## src/design/gtam_ram.sv

```systemverilog
`default_nettype none
module gtam_ram #(
  parameter int WIDTH = 8,
  parameter int DEPTH = 64
) (
  input  wire logic                     clk,
  input  wire logic                     we,
  input  wire logic [$clog2(DEPTH)-1:0] waddr,
  input  wire logic [WIDTH-1:0]         wdata,
  input  wire logic                     re,
  input  wire logic [$clog2(DEPTH)-1:0] raddr,
  output logic      [WIDTH-1:0]         rdata
);

  logic [WIDTH-1:0] mem [DEPTH];
  logic [WIDTH-1:0] rdata_r;

  always_ff @(posedge clk) begin
    if (we) begin
      mem[waddr] <= wdata;
    end
    if (re) begin
      rdata_r <= mem[raddr];
    end
  end

  assign rdata = rdata_r;

endmodule
`default_nettype wire

```

## config.mk

```make
export PLATFORM = sky130hd
export DESIGN_NAME = gtam_ram
export DESIGN_NICKNAME = d
export VERILOG_FILES = /design/src/design/gtam_ram.sv
export SDC_FILE = /design/constraint.sdc
export NUM_CORES = 1
export LEC_CHECK = 0
export ABC_AREA = 0
export BUFFER_PORTS_ARGS = -buffer_cell sky130_fd_sc_hd__buf_2
export CORE_ASPECT_RATIO = 2
export CORE_UTILIZATION = 62
export DETAILED_ROUTE_END_ITERATION = 12
export PLACE_DENSITY = 0.79
export SYNTH_ARGS = -nofsm -noshare
export SYNTH_HDL_FRONTEND = slang
export SYNTH_SLANG_ARGS = --single-unit
```

## constraint.sdc

```tcl
create_clock -name clk -period 2.65 [get_ports clk]
set_input_delay 0.3975 -clock clk [delete_from_list [all_inputs] [get_ports clk]]
set_output_delay 0.3975 -clock clk [all_outputs]
set_load 0.01 [all_outputs]
```

==> flow_metrics.env <==
export IMPL_path_clk_slew_ns=0.07
export IMPL_end_kind="flip-flop"
export IMPL_worstRegToRegCells=5
export IMPL_rows=93
export IMPL_async_reset_ff_frac=0
export IMPL_synth_area_top_cells="edfxtp_1, mux4_2, nor2_1"
export IMPL_hold_viol_final=0
export IMPL_finalMaxSlewViolations=0
export IMPL_yosysSeqAreaShare=0.771
export IMPL_cp_required_ns=2.96
export IMPL_dr_pass1_iters=5
export IMPL_path_delay_family="multiplexers"
export IMPL_syn_area_per_cell_um2=21.5
export IMPL_core_area_um2=32100
export IMPL_post_synth_top_count_cell="edfxtp_1"
export IMPL_hold_path_class="in2reg"
export IMPL_ir_drop_uv=703
export IMPL_antenna_found_initial=2
export IMPL_postCtsHoldBufs=0
export IMPL_cts_num_sinks=520
export IMPL_vias=10300
export IMPL_drc=0
export IMPL_first_global_vias=10800
export IMPL_synth_seq_cells=520
export IMPL_fp_dieW_um=130
export IMPL_crit_buf_inv=2
export IMPL_synthTopCellsByCount="edfxtp_1, mux4_2, nor2_1"
export IMPL_ant_nets=0
export IMPL_p_leak_uw=0.00740
export IMPL_finalNonFillerCells=1535
export IMPL_gp_congestion=0.839
export IMPL_synth_cell_types=39
export IMPL_worst_path_stages=7
export IMPL_finalNetCount=1098
export IMPL_tightest_slew_ns=1.23
export IMPL_cts_tree="done"
export IMPL_grt_pass1_wl_um=69500
export IMPL_setup_violations=0
export IMPL_post_cts_buffers=0
export IMPL_worst_clock_skew_ns=0.0195
export IMPL_cts_buffer_depth=3
export IMPL_start_kind="input pin"
export IMPL_regToRegSetupSlack_ns=0.42
export IMPL_pwr_density_cell_nw_per_um2=716
export IMPL_dp_cells=1458
export IMPL_grt_ovfl_total=0
export IMPL_final_min_clock_period_ns=2.28
export IMPL_p_clk_frac=0.391
export IMPL_insertion_delay_ns=0.55
export IMPL_htreeDepth=2
export IMPL_max_freq_mhz=439
export IMPL_die_h_um=258
export IMPL_cts_inserted_buffers=42
export IMPL_synth_warnings=0
export IMPL_place_hpwl_um=31100
export IMPL_path_max_fanout=19
export IMPL_area_delta_synth_final_pct=13.7
export IMPL_endpoint="rdata[1]"
export IMPL_crit_chain="buf_4 > buf_4 > mux4_2 > mux4_2 > nor2_1 > nor3_1 > o2bb2ai_1"
export IMPL_yosysTopAreaCellShare=0.771
export IMPL_syn_area_um2=20200
export IMPL_switchingPower_uw=3330
export IMPL_relSlewSlack=0.183
export IMPL_cts_resized=0
export IMPL_power_frac_seq=0.554
export IMPL_pwr_share_comb=0.055
export IMPL_worstSetupPathType="in2reg"
export IMPL_drt_wirelength_per_cell_um=31.1
export IMPL_port_buffers=30
export IMPL_critPathLaunch="raddr[1]"
export IMPL_grt_max_degree=65
export IMPL_drv_cap=0
export IMPL_num_fill_cells=1888
export IMPL_p_int_uw=13200
export IMPL_wl_um=47800
export IMPL_crit_arrival_ns=2.58
export IMPL_grt_util_all_layers=0.304
export IMPL_switching_share=0.202
export IMPL_avgViaCountPerCell=6.71
export IMPL_netlist_instances=940
export IMPL_drtIter0Drc=1290
export IMPL_hold_worst_slack_ns=0.246
export IMPL_regToRegStartpoint="mem[7][1]"
export IMPL_synth_top_cell_by_area="edfxtp_1"
export IMPL_timing_rr_end="rdata[1]"
export IMPL_layout_drive_gt1_share=0.309
export IMPL_ios=31
export IMPL_dieArea_um2=33400
export IMPL_initial_core_util=0.630
export IMPL_rsz0062_at_grt="no"
export IMPL_min_period_over_period=0.859
export IMPL_outcome="completed"
export IMPL_synth_edff_count=520
export IMPL_clock_tree_root_cell="clkbuf_16"
export IMPL_slowest_delay_ns=0.48
export IMPL_crit_slowest_cell="mux4_2"
export IMPL_synthFlopType="edfxtp_1"
export IMPL_synth_nets=963
layout by cell type, fill, tap and decap left out, types with 11 or more instances in the layout:
| cell | instances |
|---|---|
| mux2i_1 | 23 |
| mux2_2 | 13 |
| edfxtp_1 | 520 |
| nand3_1 | 13 |
| buf_2 | 27 |
| nand2_1 | 19 |
| nor2b_1 | 14 |
| clkinv_1 | 11 |
| nor2_1 | 83 |
| mux4_2 | 126 |
| buf_4 | 105 |
| clkbuf_16 | 45 |
through the flow:
| step | setup TNS, ns | worst slack, ns | util | cell area (um2) | total power [uW] |
|---|---|---|---|---|---|
| floorplan | 0 | 0.446 | - | 20200 | 9800 |
| global placement | -0.0917 | -0.0917 | 0.672 | 21600 | 10200 |
| detailed placement | -0.0981 | -0.0941 | 0.672 | 21600 | 10200 |
| CTS | 0 | 0.421 | 0.716 | 23000 | 16500 |
| global route | 0 | 0.369 | 0.717 | 23000 | 16900 |
| finish | 0 | 0.374 | 0.717 | 23000 | 16500 |
sequential cells by signal (all words and copies together) (netlist names):
signal,count
rdata,8
mem,512
power groups by stage:
stage / Combinational [uW] / Sequential, uW / Clock [uW]
finish: 908 / 9140 / 6440
global route: 945 / 9140 / 6790
CTS: 907 / 9140 / 6490
detailed placement: 897 / 9320 / 0
global placement: 876 / 9310 / 0
floorplan: 485 / 9310 / 0
worst min-delay path by stage:
stage               startpoint         to  slack (ns)  cells past startpoint
finish                      re   rdata[1]        0.25                      1
floorplan             wdata[0]  mem[0][0]        0.50                      0
detailed placement          re   rdata[7]        0.80                      1
CTS                         re   rdata[7]        0.23                      1
global route                re   rdata[7]        0.23                      1
global placement            re   rdata[7]        0.79                      1
routing by layer:
layer	vias to the layer above	global-route usage	share of wire	routed length, um
met2	553	0.531	0.54	25800
met1	5350	0.336	0.32	15300
li1	4197	-	-	-
met5	-	0	0	0
met4	0	0.221	0.083	3960
met3	194	0.0385	0.057	2710
cell type report:
type                            count  area, um2  area share
Antenna cell                        1       2.50    0.000109
Clock buffer                       51       1150      0.0499
Clock inverter                     25        279      0.0121
Multi-Input combinational cell    369       4320       0.188
Sequential cell                   520      15600       0.679
Tap cell                          427        534      0.0232
Timing Repair Buffer              142       1120      0.0486
cells by family after synthesis:
| logic type | synth area share |
|---|---|
| AO/OA/AOI/OAI | 0.0206 |
| buffers and inverters | 0.0156 |
| flip-flops | 0.771 |
| multiplexers | 0.159 |
| AND/OR/NAND/NOR | 0.0337 |
Power figures use the tool's default switching activity.
